`config.mk`:
```
export PLATFORM = sky130hd
export DESIGN_NAME = command_line_splitter
export DESIGN_NICKNAME = d
export VERILOG_FILES = /design/src/rtl/cls_pkg.sv /design/src/rtl/command_line_splitter.sv /design/src/rtl/cls_fifo.sv /design/src/rtl/cls_front.sv /design/src/rtl/cls_back.sv
export SDC_FILE = /design/constraint.sdc
export NUM_CORES = 1
export LEC_CHECK = 0
export BUFFER_PORTS_ARGS = -buffer_cell sky130_fd_sc_hd__clkbuf_2
export CORE_MARGIN = 1.5
export CORE_UTILIZATION = 55
export CTS_CLUSTER_DIAMETER = 120
export CTS_CLUSTER_SIZE = 40
export DETAILED_ROUTE_END_ITERATION = 16
export PLACE_DENSITY = 0.74
export SYNTH_ARGS = -nofsm -noshare
export SYNTH_HDL_FRONTEND = slang
export SYNTH_SLANG_ARGS = --single-unit
```
`constraint.sdc`:
```
create_clock -name clock -period 9.2 [get_ports clock]
set_clock_uncertainty 0.05 [all_clocks]
set_input_delay 1.38 -clock clock [delete_from_list [all_inputs] [get_ports clock]]
set_output_delay 1.38 -clock clock [all_outputs]
set_load 0.005 [all_outputs]
```
`src/rtl/cls_pkg.sv`:
```
`timescale 1ns / 1ps
`default_nettype none

package cls_pkg;

   localparam int CMD_LEN_DEFAULT = 4096;
   localparam int QUEUE_DEPTH     = 4;
   localparam int RSP_DEPTH       = 4;

   localparam logic [13:0] BUF_CAP_RESET  = 14'd8192;
   localparam logic [12:0] ARGV_CAP_RESET = 13'd4097;
   localparam logic [13:0] DEST_MAX       = 14'h3fff;
   localparam logic [12:0] ARGC_MAX       = 13'h1fff;

   localparam logic [7:0] CH_NUL   = 8'h00;
   localparam logic [7:0] CH_TAB   = 8'h09;
   localparam logic [7:0] CH_LF    = 8'h0a;
   localparam logic [7:0] CH_SPACE = 8'h20;
   localparam logic [7:0] CH_DQ    = 8'h22;
   localparam logic [7:0] CH_SQ    = 8'h27;
   localparam logic [7:0] CH_BS    = 8'h5c;

   localparam logic [1:0] CSR_COUNT_ONLY = 2'd0;
   localparam logic [1:0] CSR_BUF_CAP    = 2'd1;
   localparam logic [1:0] CSR_ARGV_CAP   = 2'd2;

   typedef enum logic [1:0] {
      KIND_BYTE = 2'd0,
      KIND_END  = 2'd1,
      KIND_DONE = 2'd2
   } rsp_kind_type;

   typedef enum logic [2:0] {
      ST_OK         = 3'd0,
      ST_ARGV_SMALL = 3'd1,
      ST_BUF_SMALL  = 3'd2,
      ST_ESCAPE     = 3'd3,
      ST_QUOTE      = 3'd4
   } status_type;

   typedef enum logic [2:0] {
      CK_NUL   = 3'd0,
      CK_WS    = 3'd1,
      CK_DQ    = 3'd2,
      CK_BS    = 3'd3,
      CK_SQ    = 3'd4,
      CK_OTHER = 3'd5
   } chr_kind_type;

   typedef enum logic [3:0] {
      MODE_BETWEEN = 4'b0001,
      MODE_ARG     = 4'b0010,
      MODE_STRONG  = 4'b0100,
      MODE_SKIP    = 4'b1000
   } mode_type;

   typedef struct packed {
      logic        count_only;
      logic [13:0] buf_cap;
      logic [12:0] argv_cap;
   } cfg_type;

   typedef struct packed {
      chr_kind_type kind;
      logic [7:0]   ch;
   } front_item_type;

   typedef struct packed {
      rsp_kind_type kind;
      logic [7:0]   out_byte;
      logic [12:0]  buf_offset;
      logic [11:0]  arg_index;
      status_type   status;
      logic [11:0]  err_pos;
      logic [13:0]  buf_used;
      logic [12:0]  argv_used;
      logic         last;
   } result_type;

endpackage

`default_nettype wire

```
`src/rtl/command_line_splitter.sv`:
```
`timescale 1ns / 1ps
`default_nettype none

// Shell-style command line splitter.
// req_ch takes one character per beat (req_push while req_full is low); a zero
// character ends the command. Each beat on the rsp_ side (rsp_pop while
// rsp_empty is low) carries one result: an argument byte, an argument end or
// the command finish with its status, buffer use and argv use.
// csr_ writes set count_only, buf_capacity and argv_capacity (index 0, 1, 2);
// csr_ready is always high. Write them only between commands.
// A front stage classifies characters into a four-entry queue; the back
// tokenizer takes one character per cycle, unless the result queue is full
// or a finish result is owed, and writes results into a four-entry result
// queue; a character passes the front register and both queues on its way
// out. A terminator that closes an open argument gives its end, then the
// finish, and no character is taken while that finish is owed.
// Reset empties both queues, returns the tokenizer to its start state and
// restores the register defaults. When the receiver stalls, results collect
// in the result queue, then in the character queue and the front stage, and
// req_full rises once all of them are full; nothing is dropped.
module command_line_splitter
   import cls_pkg::*;
#(
   parameter int MAX_CMD_LEN = CMD_LEN_DEFAULT
) (
   input  wire logic        clock,
   input  wire logic        reset,
   input  wire logic        req_push,
   input  wire logic [7:0]  req_ch,
   output logic             req_full,
   output logic             rsp_empty,
   input  wire logic        rsp_pop,
   output logic [1:0]       rsp_kind,
   output logic [7:0]       rsp_out_byte,
   output logic [12:0]      rsp_buf_offset,
   output logic [11:0]      rsp_arg_index,
   output logic [2:0]       rsp_status,
   output logic [11:0]      rsp_err_pos,
   output logic [13:0]      rsp_buf_used,
   output logic [12:0]      rsp_argv_used,
   output logic             rsp_last,
   input  wire logic        csr_valid,
   output logic             csr_ready,
   input  wire logic [1:0]  csr_index,
   input  wire logic [13:0] csr_data
);

   cfg_type        cfg_ff, cfg_in;
   logic           q_push, q_full, q_empty, q_pop;
   front_item_type f_item, b_item;
   logic           out_push, out_full;
   result_type     out_res, rsp_res;

   assign csr_ready = 1'b1;

   always_comb begin
      cfg_in = cfg_ff;
      if (csr_valid && csr_ready) begin
         case (csr_index)
            CSR_COUNT_ONLY: cfg_in.count_only = csr_data[0];
            CSR_BUF_CAP:    cfg_in.buf_cap    = csr_data;
            CSR_ARGV_CAP:   cfg_in.argv_cap   = csr_data[12:0];
            default:        cfg_in = cfg_ff;
         endcase
      end
   end

   always_ff @(posedge clock) begin
      if (reset) begin
         cfg_ff <= '{count_only: 1'b0, buf_cap: BUF_CAP_RESET, argv_cap: ARGV_CAP_RESET};
      end else begin
         cfg_ff <= cfg_in;
      end
   end

   cls_front u_front (
      .clock    (clock),
      .reset    (reset),
      .req_push (req_push),
      .req_ch   (req_ch),
      .req_full (req_full),
      .q_push   (q_push),
      .q_item   (f_item),
      .q_full   (q_full)
   );

   cls_fifo #(
      .WIDTH ($bits(front_item_type)),
      .DEPTH (QUEUE_DEPTH)
   ) u_char_q (
      .clock (clock),
      .reset (reset),
      .push  (q_push),
      .wdata (f_item),
      .full  (q_full),
      .pop   (q_pop),
      .rdata (b_item),
      .empty (q_empty)
   );

   cls_back #(
      .MAX_CMD_LEN (MAX_CMD_LEN)
   ) u_back (
      .clock    (clock),
      .reset    (reset),
      .cfg      (cfg_ff),
      .q_item   (b_item),
      .q_empty  (q_empty),
      .q_pop    (q_pop),
      .out_full (out_full),
      .out_push (out_push),
      .out_res  (out_res)
   );

   cls_fifo #(
      .WIDTH ($bits(result_type)),
      .DEPTH (RSP_DEPTH)
   ) u_rsp_q (
      .clock (clock),
      .reset (reset),
      .push  (out_push),
      .wdata (out_res),
      .full  (out_full),
      .pop   (rsp_pop),
      .rdata (rsp_res),
      .empty (rsp_empty)
   );

   assign rsp_kind       = rsp_res.kind;
   assign rsp_out_byte   = rsp_res.out_byte;
   assign rsp_buf_offset = rsp_res.buf_offset;
   assign rsp_arg_index  = rsp_res.arg_index;
   assign rsp_status     = rsp_res.status;
   assign rsp_err_pos    = rsp_res.err_pos;
   assign rsp_buf_used   = rsp_res.buf_used;
   assign rsp_argv_used  = rsp_res.argv_used;
   assign rsp_last       = rsp_res.last;

endmodule

`default_nettype wire

```
`src/rtl/cls_fifo.sv`:
```
`timescale 1ns / 1ps
`default_nettype none

module cls_fifo #(
   parameter int WIDTH = 8,
   parameter int DEPTH = 4
) (
   input  wire logic             clock,
   input  wire logic             reset,
   input  wire logic             push,
   input  wire logic [WIDTH-1:0] wdata,
   output logic                  full,
   input  wire logic             pop,
   output logic      [WIDTH-1:0] rdata,
   output logic                  empty
);

   localparam int PTR_W = (DEPTH > 1) ? $clog2(DEPTH) : 1;
   localparam int CNT_W = $clog2(DEPTH + 1);
   localparam logic [PTR_W-1:0] PTR_LAST = PTR_W'(DEPTH - 1);
   localparam logic [CNT_W-1:0] CNT_FULL = CNT_W'(DEPTH);

   logic [WIDTH-1:0] mem_ff [DEPTH];
   logic [PTR_W-1:0] wr_ptr_ff, wr_ptr_in;
   logic [PTR_W-1:0] rd_ptr_ff, rd_ptr_in;
   logic [CNT_W-1:0] count_ff, count_in;
   logic             do_push, do_pop;

   assign full    = (count_ff == CNT_FULL);
   assign empty   = (count_ff == '0);
   assign do_push = push && !full;
   assign do_pop  = pop && !empty;
   assign rdata   = mem_ff[rd_ptr_ff];

   always_comb begin
      wr_ptr_in = wr_ptr_ff;
      rd_ptr_in = rd_ptr_ff;
      count_in  = count_ff;
      if (do_push) begin
         wr_ptr_in = (wr_ptr_ff == PTR_LAST) ? '0 : wr_ptr_ff + 1'b1;
      end
      if (do_pop) begin
         rd_ptr_in = (rd_ptr_ff == PTR_LAST) ? '0 : rd_ptr_ff + 1'b1;
      end
      if (do_push && !do_pop) begin
         count_in = count_ff + 1'b1;
      end else if (do_pop && !do_push) begin
         count_in = count_ff - 1'b1;
      end
   end

   always_ff @(posedge clock) begin
      if (reset) begin
         wr_ptr_ff <= '0;
         rd_ptr_ff <= '0;
         count_ff  <= '0;
      end else begin
         wr_ptr_ff <= wr_ptr_in;
         rd_ptr_ff <= rd_ptr_in;
         count_ff  <= count_in;
      end
   end

   always_ff @(posedge clock) begin
      if (do_push) begin
         mem_ff[wr_ptr_ff] <= wdata;
      end
   end

endmodule

`default_nettype wire

```
`src/rtl/cls_front.sv`:
```
`timescale 1ns / 1ps
`default_nettype none

module cls_front
   import cls_pkg::*;
(
   input  wire logic     clock,
   input  wire logic     reset,
   input  wire logic     req_push,
   input  wire logic [7:0] req_ch,
   output logic          req_full,
   output logic          q_push,
   output front_item_type q_item,
   input  wire logic     q_full
);

   logic           valid_ff, valid_in;
   front_item_type item_ff, item_in;
   logic           accept;
   chr_kind_type   kind;

   always_comb begin
      case (req_ch)
         CH_NUL:                  kind = CK_NUL;
         CH_SPACE, CH_TAB, CH_LF: kind = CK_WS;
         CH_DQ:                   kind = CK_DQ;
         CH_BS:                   kind = CK_BS;
         CH_SQ:                   kind = CK_SQ;
         default:                 kind = CK_OTHER;
      endcase
   end

   assign req_full = valid_ff && q_full;
   assign accept   = req_push && !req_full;
   assign q_push   = valid_ff && !q_full;
   assign q_item   = item_ff;

   always_comb begin
      valid_in = valid_ff;
      item_in  = item_ff;
      if (accept) begin
         valid_in = 1'b1;
         item_in  = '{kind: kind, ch: req_ch};
      end else if (q_push) begin
         valid_in = 1'b0;
      end
   end

   always_ff @(posedge clock) begin
      if (reset) begin
         valid_ff <= 1'b0;
      end else begin
         valid_ff <= valid_in;
      end
   end

   always_ff @(posedge clock) begin
      item_ff <= item_in;
   end

endmodule

`default_nettype wire

```
`src/rtl/cls_back.sv`:
```
`timescale 1ns / 1ps
`default_nettype none

module cls_back
   import cls_pkg::*;
#(
   parameter int MAX_CMD_LEN = CMD_LEN_DEFAULT
) (
   input  wire logic     clock,
   input  wire logic     reset,
   input  wire cfg_type  cfg,
   input  wire front_item_type q_item,
   input  wire logic     q_empty,
   output logic          q_pop,
   input  wire logic     out_full,
   output logic          out_push,
   output result_type    out_res
);

   localparam int POS_W = $clog2(MAX_CMD_LEN);
   localparam logic [POS_W-1:0] POS_MAX = POS_W'(MAX_CMD_LEN - 1);

   mode_type         mode_ff, mode_in;
   logic             weak_ff, weak_in;
   logic             esc_ff, esc_in;
   logic [POS_W-1:0] pos_ff, pos_in;
   logic [POS_W-1:0] qpos_ff, qpos_in;
   logic [13:0]      dest_ff, dest_in;
   logic [12:0]      argc_ff, argc_in;
   // finish result owed after an argument ended by the terminator
   logic             pend_ff, pend_in;
   logic [13:0]      bu_ff, bu_in;
   logic [12:0]      au_ff, au_in;

   function automatic result_type done_res(status_type st, logic [11:0] ep,
                                           logic [13:0] bu, logic [12:0] au);
      result_type r;
      r = '0;
      r.kind      = KIND_DONE;
      r.status    = st;
      r.err_pos   = ep;
      r.buf_used  = bu;
      r.argv_used = au;
      r.last      = 1'b1;
      return r;
   endfunction

   assign q_pop = !q_empty && !pend_ff && !out_full;

   always_comb begin
      logic             full, is_nul, in_arg, adv, clear;
      logic             fail, want_dest, fin_after;
      status_type       fcode;
      logic [POS_W-1:0] fpos;
      logic [31:0]      fpos_w;
      rsp_kind_type     dkind;
      logic [7:0]       dbyte;
      logic [12:0]      argc_cur;
      logic [13:0]      dest_next;

      mode_in   = mode_ff;
      weak_in   = weak_ff;
      esc_in    = esc_ff;
      pos_in    = pos_ff;
      qpos_in   = qpos_ff;
      dest_in   = dest_ff;
      argc_in   = argc_ff;
      pend_in   = pend_ff;
      bu_in     = bu_ff;
      au_in     = au_ff;
      out_push  = 1'b0;
      out_res   = '0;
      full      = !cfg.count_only && (dest_ff >= cfg.buf_cap);
      is_nul    = (q_item.kind == CK_NUL);
      in_arg    = 1'b0;
      adv       = 1'b0;
      clear     = 1'b0;
      fail      = 1'b0;
      want_dest = 1'b0;
      fin_after = 1'b0;
      fcode     = ST_OK;
      fpos      = '0;
      fpos_w    = '0;
      dkind     = KIND_BYTE;
      dbyte     = q_item.ch;
      argc_cur  = argc_ff;
      dest_next = (dest_ff < DEST_MAX) ? dest_ff + 14'd1 : dest_ff;

      if (pend_ff) begin
         if (!out_full) begin
            out_push = 1'b1;
            out_res  = done_res(ST_OK, 12'd0, bu_ff, au_ff);
            pend_in  = 1'b0;
         end
      end else if (q_pop) begin
         if (mode_ff == MODE_SKIP) begin
            if (is_nul) clear = 1'b1;
            else adv = 1'b1;
         end else if (pos_ff == '0 && mode_ff == MODE_BETWEEN && !cfg.count_only &&
                      cfg.argv_cap == '0) begin
            fail  = 1'b1;
            fcode = ST_ARGV_SMALL;
         end else begin
            case (mode_ff)
               MODE_BETWEEN: begin
                  if (is_nul) begin
                     out_push = 1'b1;
                     out_res  = done_res(ST_OK, 12'd0, dest_ff, argc_ff + 13'd1);
                     clear    = 1'b1;
                  end else if (q_item.kind == CK_WS) begin
                     adv = 1'b1;
                  end else if (!cfg.count_only &&
                               ({1'b0, cfg.argv_cap} < {1'b0, argc_ff} + 14'd2)) begin
                     fail  = 1'b1;
                     fcode = ST_ARGV_SMALL;
                  end else begin
                     if (argc_ff < ARGC_MAX) argc_cur = argc_ff + 13'd1;
                     argc_in = argc_cur;
                     mode_in = MODE_ARG;
                     in_arg  = 1'b1;
                  end
               end
               MODE_STRONG: begin
                  if (full) begin
                     fail  = 1'b1;
                     fcode = ST_BUF_SMALL;
                  end else if (is_nul) begin
                     fail  = 1'b1;
                     fcode = ST_QUOTE;
                     fpos  = qpos_ff;
                  end else begin
                     if (q_item.kind == CK_SQ) mode_in = MODE_ARG;
                     else want_dest = 1'b1;
                     adv = 1'b1;
                  end
               end
               default: in_arg = 1'b1;
            endcase

            if (in_arg) begin
               adv = 1'b1;
               if (esc_ff) begin
                  if (is_nul) begin
                     fail  = 1'b1;
                     fcode = ST_ESCAPE;
                     fpos  = pos_ff - 1'b1;
                  end else begin
                     esc_in    = 1'b0;
                     want_dest = 1'b1;
                  end
               end else begin
                  case (q_item.kind)
                     CK_DQ: begin
                        weak_in = !weak_ff;
                        qpos_in = pos_ff;
                     end
                     CK_BS: esc_in = 1'b1;
                     CK_WS: begin
                        if (!weak_ff) begin
                           want_dest = 1'b1;
                           dkind     = KIND_END;
                           mode_in   = MODE_BETWEEN;
                        end else begin
                           want_dest = 1'b1;
                        end
                     end
                     CK_SQ: begin
                        if (!weak_ff) begin
                           qpos_in = pos_ff;
                           if (full) begin
                              fail  = 1'b1;
                              fcode = ST_BUF_SMALL;
                           end else begin
                              mode_in = MODE_STRONG;
                           end
                        end else begin
                           want_dest = 1'b1;
                        end
                     end
                     CK_NUL: begin
                        if (weak_ff) begin
                           fail  = 1'b1;
                           fcode = ST_QUOTE;
                           fpos  = qpos_ff;
                        end else if (full) begin
                           fail  = 1'b1;
                           fcode = ST_BUF_SMALL;
                        end else begin
                           want_dest = 1'b1;
                           dkind     = KIND_END;
                           fin_after = 1'b1;
                        end
                     end
                     default: want_dest = 1'b1;
                  endcase
               end
            end

            if (want_dest) begin
               if (dkind != KIND_BYTE) dbyte = 8'd0;
               if (full) begin
                  fail  = 1'b1;
                  fcode = ST_BUF_SMALL;
               end else begin
                  out_push = 1'b1;
                  out_res  = '0;
                  out_res.kind       = dkind;
                  out_res.out_byte   = dbyte;
                  out_res.buf_offset = dest_ff[12:0];
                  out_res.arg_index  = 12'(argc_cur - 13'd1);
                  dest_in = dest_next;
                  if (fin_after) begin
                     pend_in = 1'b1;
                     bu_in   = dest_next;
                     au_in   = argc_cur + 13'd1;
                     clear   = 1'b1;
                  end
               end
            end
         end

         if (fail) begin
            fpos_w   = 32'(fpos);
            out_push = 1'b1;
            out_res  = done_res(fcode, fpos_w[11:0], 14'd0, 13'd0);
            if (is_nul) clear = 1'b1;
            else mode_in = MODE_SKIP;
         end

         if (adv) begin
            pos_in = (pos_ff < POS_MAX) ? pos_ff + 1'b1 : POS_MAX;
         end
         if (clear) begin
            mode_in = MODE_BETWEEN;
            weak_in = 1'b0;
            esc_in  = 1'b0;
            pos_in  = '0;
            qpos_in = '0;
            dest_in = '0;
            argc_in = '0;
         end
      end
   end

   always_ff @(posedge clock) begin
      if (reset) begin
         mode_ff <= MODE_BETWEEN;
         weak_ff <= 1'b0;
         esc_ff  <= 1'b0;
         pos_ff  <= '0;
         qpos_ff <= '0;
         dest_ff <= '0;
         argc_ff <= '0;
         pend_ff <= 1'b0;
      end else begin
         mode_ff <= mode_in;
         weak_ff <= weak_in;
         esc_ff  <= esc_in;
         pos_ff  <= pos_in;
         qpos_ff <= qpos_in;
         dest_ff <= dest_in;
         argc_ff <= argc_in;
         pend_ff <= pend_in;
      end
   end

   always_ff @(posedge clock) begin
      bu_ff <= bu_in;
      au_ff <= au_in;
   end

   a_push_room : assert property (@(posedge clock) disable iff (reset)
      out_push |-> !out_full)
      else $error("result written into a full queue");

   a_no_pop_pending : assert property (@(posedge clock) disable iff (reset)
      pend_ff |-> !q_pop)
      else $error("item taken while a finish result is owed");

   a_pend_origin : assert property (@(posedge clock) disable iff (reset)
      $rose(pend_ff) |-> $past(out_push && out_res.kind == KIND_END))
      else $error("finish owed without an argument end before it");

   a_pend_drain : assert property (@(posedge clock) disable iff (reset)
      pend_ff && !out_full |=> !pend_ff)
      else $error("owed finish result not delivered");

endmodule

`default_nettype wire

```
Yosys cells after proc, flatten, opt, wreduce, memory -nomap -nowiden
Memory sizes are Yosys's and may differ from the RTL's. A register that Yosys moved wholly into a read port is not among the register bits.
Index checks and enable logic that the tools add are counted.
{"block": "classes", "n_addsub": 15, "order_cmp": 5, "eq_ne": 26, "n_mux": 210, "n_bitwise": 4, "n_reduce_logical": 59}
{"cell": "$mux W78", "count": 10}
{"cell": "$mux W12", "count": 19}
{"cell": "$mux W13", "count": 10}
{"cell": "$mux W1", "count": 103}
{"cell": "$mux W14", "count": 6}
{"cell": "$mux W4", "count": 16}
{"cell": "$mux W3", "count": 18}
{"cell": "$mux W2", "count": 15}
{"cell": "$add A13 B1 Y13 const B", "count": 2}
{"cell": "$eq A8 B6 Y1 const B", "count": 3}
{"cell": "$pmux W12 S2", "count": 1}
{"cell": "$sub A12 B1 Y12 const B", "count": 2}
{"cell": "$logic_and A1 B1 Y1", "count": 18}
{"cell": "$eq A8 B4 Y1 const B", "count": 2}
{"cell": "$pmux W4 S2", "count": 2}
{"cell": "$reduce_bool A2 Y1", "count": 8}
{"cell": "$pmux W3 S5", "count": 1}
{"cell": "$add A13 B2 Y14 const B", "count": 1}
{"cell": "$add A14 B1 Y14 const B", "count": 1}
{"cell": "$ge A14 B14 Y1", "count": 1}
{"cell": "$lt A13 B14 Y1", "count": 1}
{"cell": "$lt A14 B14 Y1 const B", "count": 1}
{"cell": "$reduce_and A7 Y1", "count": 2}
{"cell": "$logic_not A13 Y1", "count": 1}
{"cell": "37 further kinds", "count": 75}
{"block": "totals", "ff_bits": 139, "ramBits": 356, "in_bits": 29, "output_inout_bits": 81, "elab_cells": 343, "n_memories": 2}
{"memory": "u_rsp_q.mem_ff", "depth": 4, "width": 78, "rd": 1, "rd_clocked_by_memory_dff": 1, "wr": 1, "line_no": "cls_fifo.sv:23", "source": "logic [WIDTH-1:0] mem_ff [DEPTH];"}
{"memory": "u_char_q.mem_ff", "depth": 4, "width": 11, "rd": 1, "rd_clocked_by_memory_dff": 1, "wr": 1, "line_no": "cls_fifo.sv:23"}

Depth between registers and ports, before layout
{"block": "depth", "word_depth": 29, "depth_mapped": 23, "depth_no_buf": 21}

Hierarchy
A second synthesis with hierarchy kept.
{"block": "unflattened", "hier_cells": 1590, "hier_area_um2": 22347.7}
{"mod": "cls_fifo at u_rsp_q", "instances": 1, "cells_per_inst": 458, "area_per_inst_um2": 11743.8, "seq_area_each_um2": 9549.2}
{"mod": "cls_back", "instances": 1, "cells_per_inst": 877, "area_per_inst_um2": 6815.3, "seq_area_each_um2": 1971.9}
{"mod": "cls_fifo at u_char_q", "instances": 1, "cells_per_inst": 107, "area_per_inst_um2": 2097.0, "seq_area_each_um2": 1501.4}
{"mod": "command_line_splitter", "instances": 1, "cells_per_inst": 113, "area_per_inst_um2": 1193.6, "seq_area_each_um2": 560.5}
{"mod": "cls_front", "instances": 1, "cells_per_inst": 35, "area_per_inst_um2": 498.0, "seq_area_each_um2": 350.3}

Least setup slack after synthesis
No wires, ideal clock.
{"block": "synth_timing", "path_type": "register -> register", "from": "register u_back.argc_ff[5]", "to": "memory u_rsp_q.mem_ff[0][0] (netlist bit), enable pin", "t_arrival_ns": 5.470, "slack_ns": 3.237, "path_stages_with_launch": 18, "path_buffers": 2, "period_less_slack_ns": 5.963, "path_cell_list": "dfxtp_1 -> buf_1 -> nand3_1 -> or2_2 -> nor2_1 -> and3_1 -> nand3_1 -> xor2_1 -> ha_1 -> and3_1 -> nand3_2 -> buf_4 -> o21ai_1 -> a21oi_1 -> nor4_2 -> nor3_2 -> inv_1 -> and2_1"}
{"block": "synth_via", "elab_chain_cells": 27, "word_cells_on_any_way": 42, "cone_classes": "1 x add/sub; 1 x order compare; 38 x mux; 2 x reduce/logical"}
{"element": "from (decl)", "line_no": "cls_back.sv:29", "source": "logic [12:0] argc_ff, argc_in;"}
{"element": "from (signal assigned)", "line_no": "cls_back.sv:262", "source": "argc_ff <= argc_in;"}
{"element": "$add A13 B2 Y14 *", "line_no": "cls_back.sv:113", "source": "({1'b0, cfg.argv_cap} < {1'b0, argc_ff} + 14'd2)) begin"}
{"element": "$lt A13 B14 Y1 *", "line_no": "cls_back.sv:113"}
{"element": "$logic_and A1 B1 Y1 *", "line_no": "cls_back.sv:112", "source": "end else if (!cfg.count_only &&"}
{"element": "$mux W1", "line_no": "cls_back.sv:112"}
{"element": "$mux W1", "line_no": "cls_back.sv:110", "source": "end else if (q_item.kind == CK_WS) begin"}
{"element": "$mux W1", "line_no": "cls_back.sv:106", "source": "if (is_nul) begin"}
{"element": "$pmux W1 S2", "line_no": "cls_back.sv:104", "source": "case (mode_ff)"}
{"element": "$mux W1", "line_no": "cls_back.sv:99", "source": "end else if (pos_ff == '0 && mode_ff == MODE_BETWEEN && !cfg.count_only &&"}
{"element": "[... 12 more ...]"}
{"element": "$mux W1", "line_no": "cls_back.sv:89", "source": "if (pend_ff) begin"}
{"element": "$mux W1 *", "line_no": "cls_back.sv:222", "source": "if (fail) begin"}
{"element": "$mux W1 *", "line_no": "cls_back.sv:95", "source": "end else if (q_pop) begin"}
{"element": "$mux W1 *", "line_no": "cls_back.sv:89"}
{"element": "$logic_and A1 B1 Y1 *", "line_no": "cls_fifo.sv:31", "source": "assign do_push = push && !full;"}
{"element": "via u_rsp_q.do_push", "line_no": "cls_fifo.sv:27", "source": "logic do_push, do_pop;"}
{"element": "$mux W1 *", "line_no": "cls_fifo.sv:65", "source": "if (do_push) begin"}
{"element": "$mux W1 (not written as such) *", "line_no": "cls_fifo.sv:66", "source": "mem_ff[wr_ptr_ff] <= wdata;"}
{"element": "to (decl)", "line_no": "cls_fifo.sv:23"}
The timed path passes the listed nets; every way through them passes the cells marked *. The select of a mux whose other input is x is not followed.

Final worst setup path
{"block": "layout_timing", "from": "register u_back.argc_ff[5]", "to": "memory u_rsp_q.mem_ff[1][28] (netlist bit), enable pin"}
Same word-level chain as after synthesis.

==> results.py <==
metrics = {
    "setup_path": {
        "cp-start-kind": "flip-flop",
        "max_stage_delay_ns": 0.78,
        "critical_path_arrival_ns": 6.44,
        "r2r_start": "u_back.argc_ff[5]",
        "r2r_slack_ns": 2.91,
        "cpMaxStageDelayCell": "a21oi_1",
        "cp_num_buf_inv": 2,
        "r2r_end": "u_rsp_q.mem_ff[1][28]",
        "crit_family": "compound AO/OA/AOI/OAI gates",
        "required_ns": 9.35,
        "worstSetupPathType": "reg2reg",
        "crit_chain": "nand3_1 > or2_2 > nor2_1 > xnor2_1 > ha_1 > and2_1 > a211o_1 > a21oi_1 > o21ai_1 > o21a_1 > a41oi_1 > nor3_2 > inv_1 > and2_4 > buf_4",
        "cp-end-kind": "flip-flop",
        "r2r_cells": 15,
        "path_max_fanout": 42,
    },
    "min_path": {
        "worstHoldPathCells": 2,
        "min-delay-start": "u_char_q.rd_ptr_ff[1]",
        "hp-class": "reg2reg",
    },
    "floorplan": {
        "die-area_um2": 41000,
        "core_area_um2": 38900,
        "die_h_um": 202,
        "die_w_um": 202,
        "start_util_pct": 56.2,
        "io_pins": 110,
        "num_rows": 72,
    },
    "synth": {
        "yosys-top-cells-count": "390 x edfxtp_1, 146 x nand2_1, 105 x dfxtp_1",
        "syn_nets": 1669,
        "synth_seq_cells": 495,
        "synth_cell_types": 78,
        "synthArstFlopShare_pct": 0,
        "syn-cell-area_um2": 21900,
        "ys_seq_area_share_pct": 63.1,
        "syn_area_per_cell_um2": 13.7,
        "syn_inst": 1592,
        "yosys_warnings": 0,
        "synth_top_area_share_pct": 53.5,
        "post-synth-top-count-cell": "edfxtp_1",
        "synth_edf_count": 390,
        "yosys-top-cells-area": "edfxtp_1 54%, dfxtp_1 9.6%, mux4_2 9.1%",
        "yosysTopAreaCell": "edfxtp_1",
        "ys.flop_type": "edfxtp_1",
    },
    "drt": {
        "drc_errors": 0,
        "m1WireLength_um": 21700,
        "top_layer_used": "met4",
        "num_vias": 13300,
        "ant_nets": 0,
        "via_per_inst": 6.13,
        "dr.pass1.iters": 5,
        "wl_met3_um": 2390,
        "wl_per_cell_um": 22.3,
        "wl_met2_um": 23700,
        "drt-initial-drc-count": 1201,
        "drt-total-wl_um": 48500,
    },
    "clock_network": {
        "cts-root-buf": "clkbuf_16",
        "cts.sinks": 495,
        "cts_buffer_depth": 3,
        "post_cts_buffers": 0,
        "clock_latency_ns": 0.55,
        "clkTransAtPathRegs_ns": 0.14,
        "hold_buffers": 0,
        "cts_max_level": 1,
        "ctsResizeCount": 0,
        "cts_tree": "done",
        "cts_buffers": 16,
    },
    "pwr": {
        "pwr-share-comb_pct": 33.6,
        "p_seq_share_pct": 50.4,
        "irDropWorstVdd_mv": 0.215,
        "power_leakage_nw": 7.83,
        "p_int_mw": 4.12,
        "clkPwrFrac_pct": 16.0,
        "p_per_area_nw_per_um2": 266,
        "power_mw": 6.22,
        "switching_share_pct": 33.7,
        "switching_power_mw": 2.10,
    },
    "finish": {
        "antenna_cells": 0,
        "fillers": 3028,
        "layout-drive-gt1-share_pct": 16.6,
        "fin_util_pct": 60.0,
        "area_growth_pct": 6.72,
        "fin_nets": 1721,
        "design_area_um2": 23400,
    },
    "global_route": {
        "grt_max_degree": 54,
        "grt_usage_pct": 23.9,
        "antenna_found_initial": 0,
        "grt_pass1_vias": 13000,
        "gr-total-overflow": 0,
        "grt_pass1_wl_um": 76100,
    },
    "place": {
        "place_ws_ns": 3.01,
        "placed_area_um2": 22900,
        "dp_hpwl_um": 32600,
        "place_congestion": 0.861,
        "port_buffers": 108,
    },
    "sta": {
        "setup_viol": 0,
        "fmax_ghz": 0.159,
        "hold_violations": 0,
        "rsz0062_at_grt": "no",
        "relSlewSlack_pct": 30.8,
        "tightestPinTransition_ns": 1.03,
        "final.period_utilization_pct": 68.4,
        "finalCriticalPeriod_ns": 6.29,
        "final.setup.tns_ns": 0,
        "maxSlewViolCount": 0,
        "layout_setup_ws_ns": 2.91,
    },
    "run": {
        "cap_violations": 0,
    },
    "outcome": {
        "run_status": "finished clean",
    },
}
==> state kept, by name, indices dropped and copies added (netlist names), 4 cells and up, named ones only <==
signal           count
u_back.bu_ff        14
cfg_ff              28
u_rsp_q.mem_ff     308
u_back.au_ff        13
u_front.q_item      11
u_back.qpos_ff      12
u_back.pos_ff       12
u_char_q.mem_ff     44
u_back.dest_ff      14
u_back.argc_ff      13
u_back.mode_ff       4
==> kinds of logic (layout without fill, tap and decap cells) <==
logic type	Yosys count	in the layout	share of synthesized area [%]
compound gates	262	262	7.92
xor+xnor	60	60	2.40
fa+ha+maj	48	48	2.81
buf+inv	131	193	2.45
flops	495	495	63.1
mux	105	105	9.86
other cells	1	1	0.0171
simple gates	490	490	11.4
==> routing by layer <==
| metal | vias to the layer above | GRT usage (%) |
|---|---|---|
| met1 | 6770 | 35.2 |
| met3 | 37 | 1.89 |
| met2 | 353 | 39.9 |
| met5 | - | 0 |
| li1 | 6157 | - |
| met4 | 0 | 4.02 |
==> worst max path at each step <==
stage	start	endpoint	slack (ns)	cells past startpoint
after floorplan	u_back.argc_ff[5]	u_rsp_q.mem_ff[0][0]	3.24	17
after global placement	u_back.argc_ff[5]	u_rsp_q.mem_ff[2][35]	3.08	15
after detailed placement	u_back.argc_ff[5]	u_rsp_q.mem_ff[1][32]	3.01	15
after CTS	u_back.argc_ff[5]	u_rsp_q.mem_ff[1][23]	2.97	15
after global routing	u_back.argc_ff[6]	u_rsp_q.mem_ff[3][40]	2.56	15
final	u_back.argc_ff[5]	u_rsp_q.mem_ff[1][28]	2.91	15
==> power groups by stage <==
stage | clock network, mW | registers, mW | logic (mW)
final | 0.997 | 3.13 | 2.09
after global placement | 0 | 3.15 | 2.07
after global routing | 1.08 | 3.17 | 2.27
after CTS | 1.02 | 3.14 | 2.11
after detailed placement | 0 | 3.19 | 2.10
after floorplan | 0 | 3.10 | 1.39
==> through the flow <==
step	hold WS, ns	cells
6_report	0.412	2172
5_1_grt	0.422	2172
3_5_place_dp	0.396	2144
2_1_floorplan	0.386	1592
3_3_place_gp	0.395	2144
4_1_cts	0.410	2172
==> worst min-delay path, stage by stage, from the launching register on <==
cell,delay (ns)
dfxtp_1,0.33
nand2_1,0.05
a21oi_1,0.07
==> layout by cell type (no fill, tap or decap), drive strengths merged, types with 5 or more instances in the layout <==
master  instances
xnor2          30
and2           24
nand4          17
a22o           24
a21o            5
a211o           5
or3             7
nand3b          6
a22oi          22
o31ai           5
mux4           88
o21ai          53
o21a            9
nand2b         27
a21oi          77
xor2           30
or4             6
or2             7
ha             46
dfxtp         105
inv            38
nor2b           6
nor4           14
nor2           94
a31oi          12
a211oi         14
nor3b           9
buf            20
nand2         147
edfxtp        390
nor3           36
nand3          45
clkbuf        134
mux2i          13
o211a           6
and3           29
==> cell type report <==
cell class / count / area, um2 / share of cell area [%]
clock buffers: 27 / 463 / 1.98
repair buffers: 127 / 683 / 2.93
inverters: 38 / 143 / 0.611
clock inverters: 1 / 30.0 / 0.129
multi-input cells: 966 / 7560 / 32.4
flip-flops and latches: 495 / 13800 / 59.2
well taps: 518 / 648 / 2.78
Note: power is estimated with default switching activity, not from simulation.
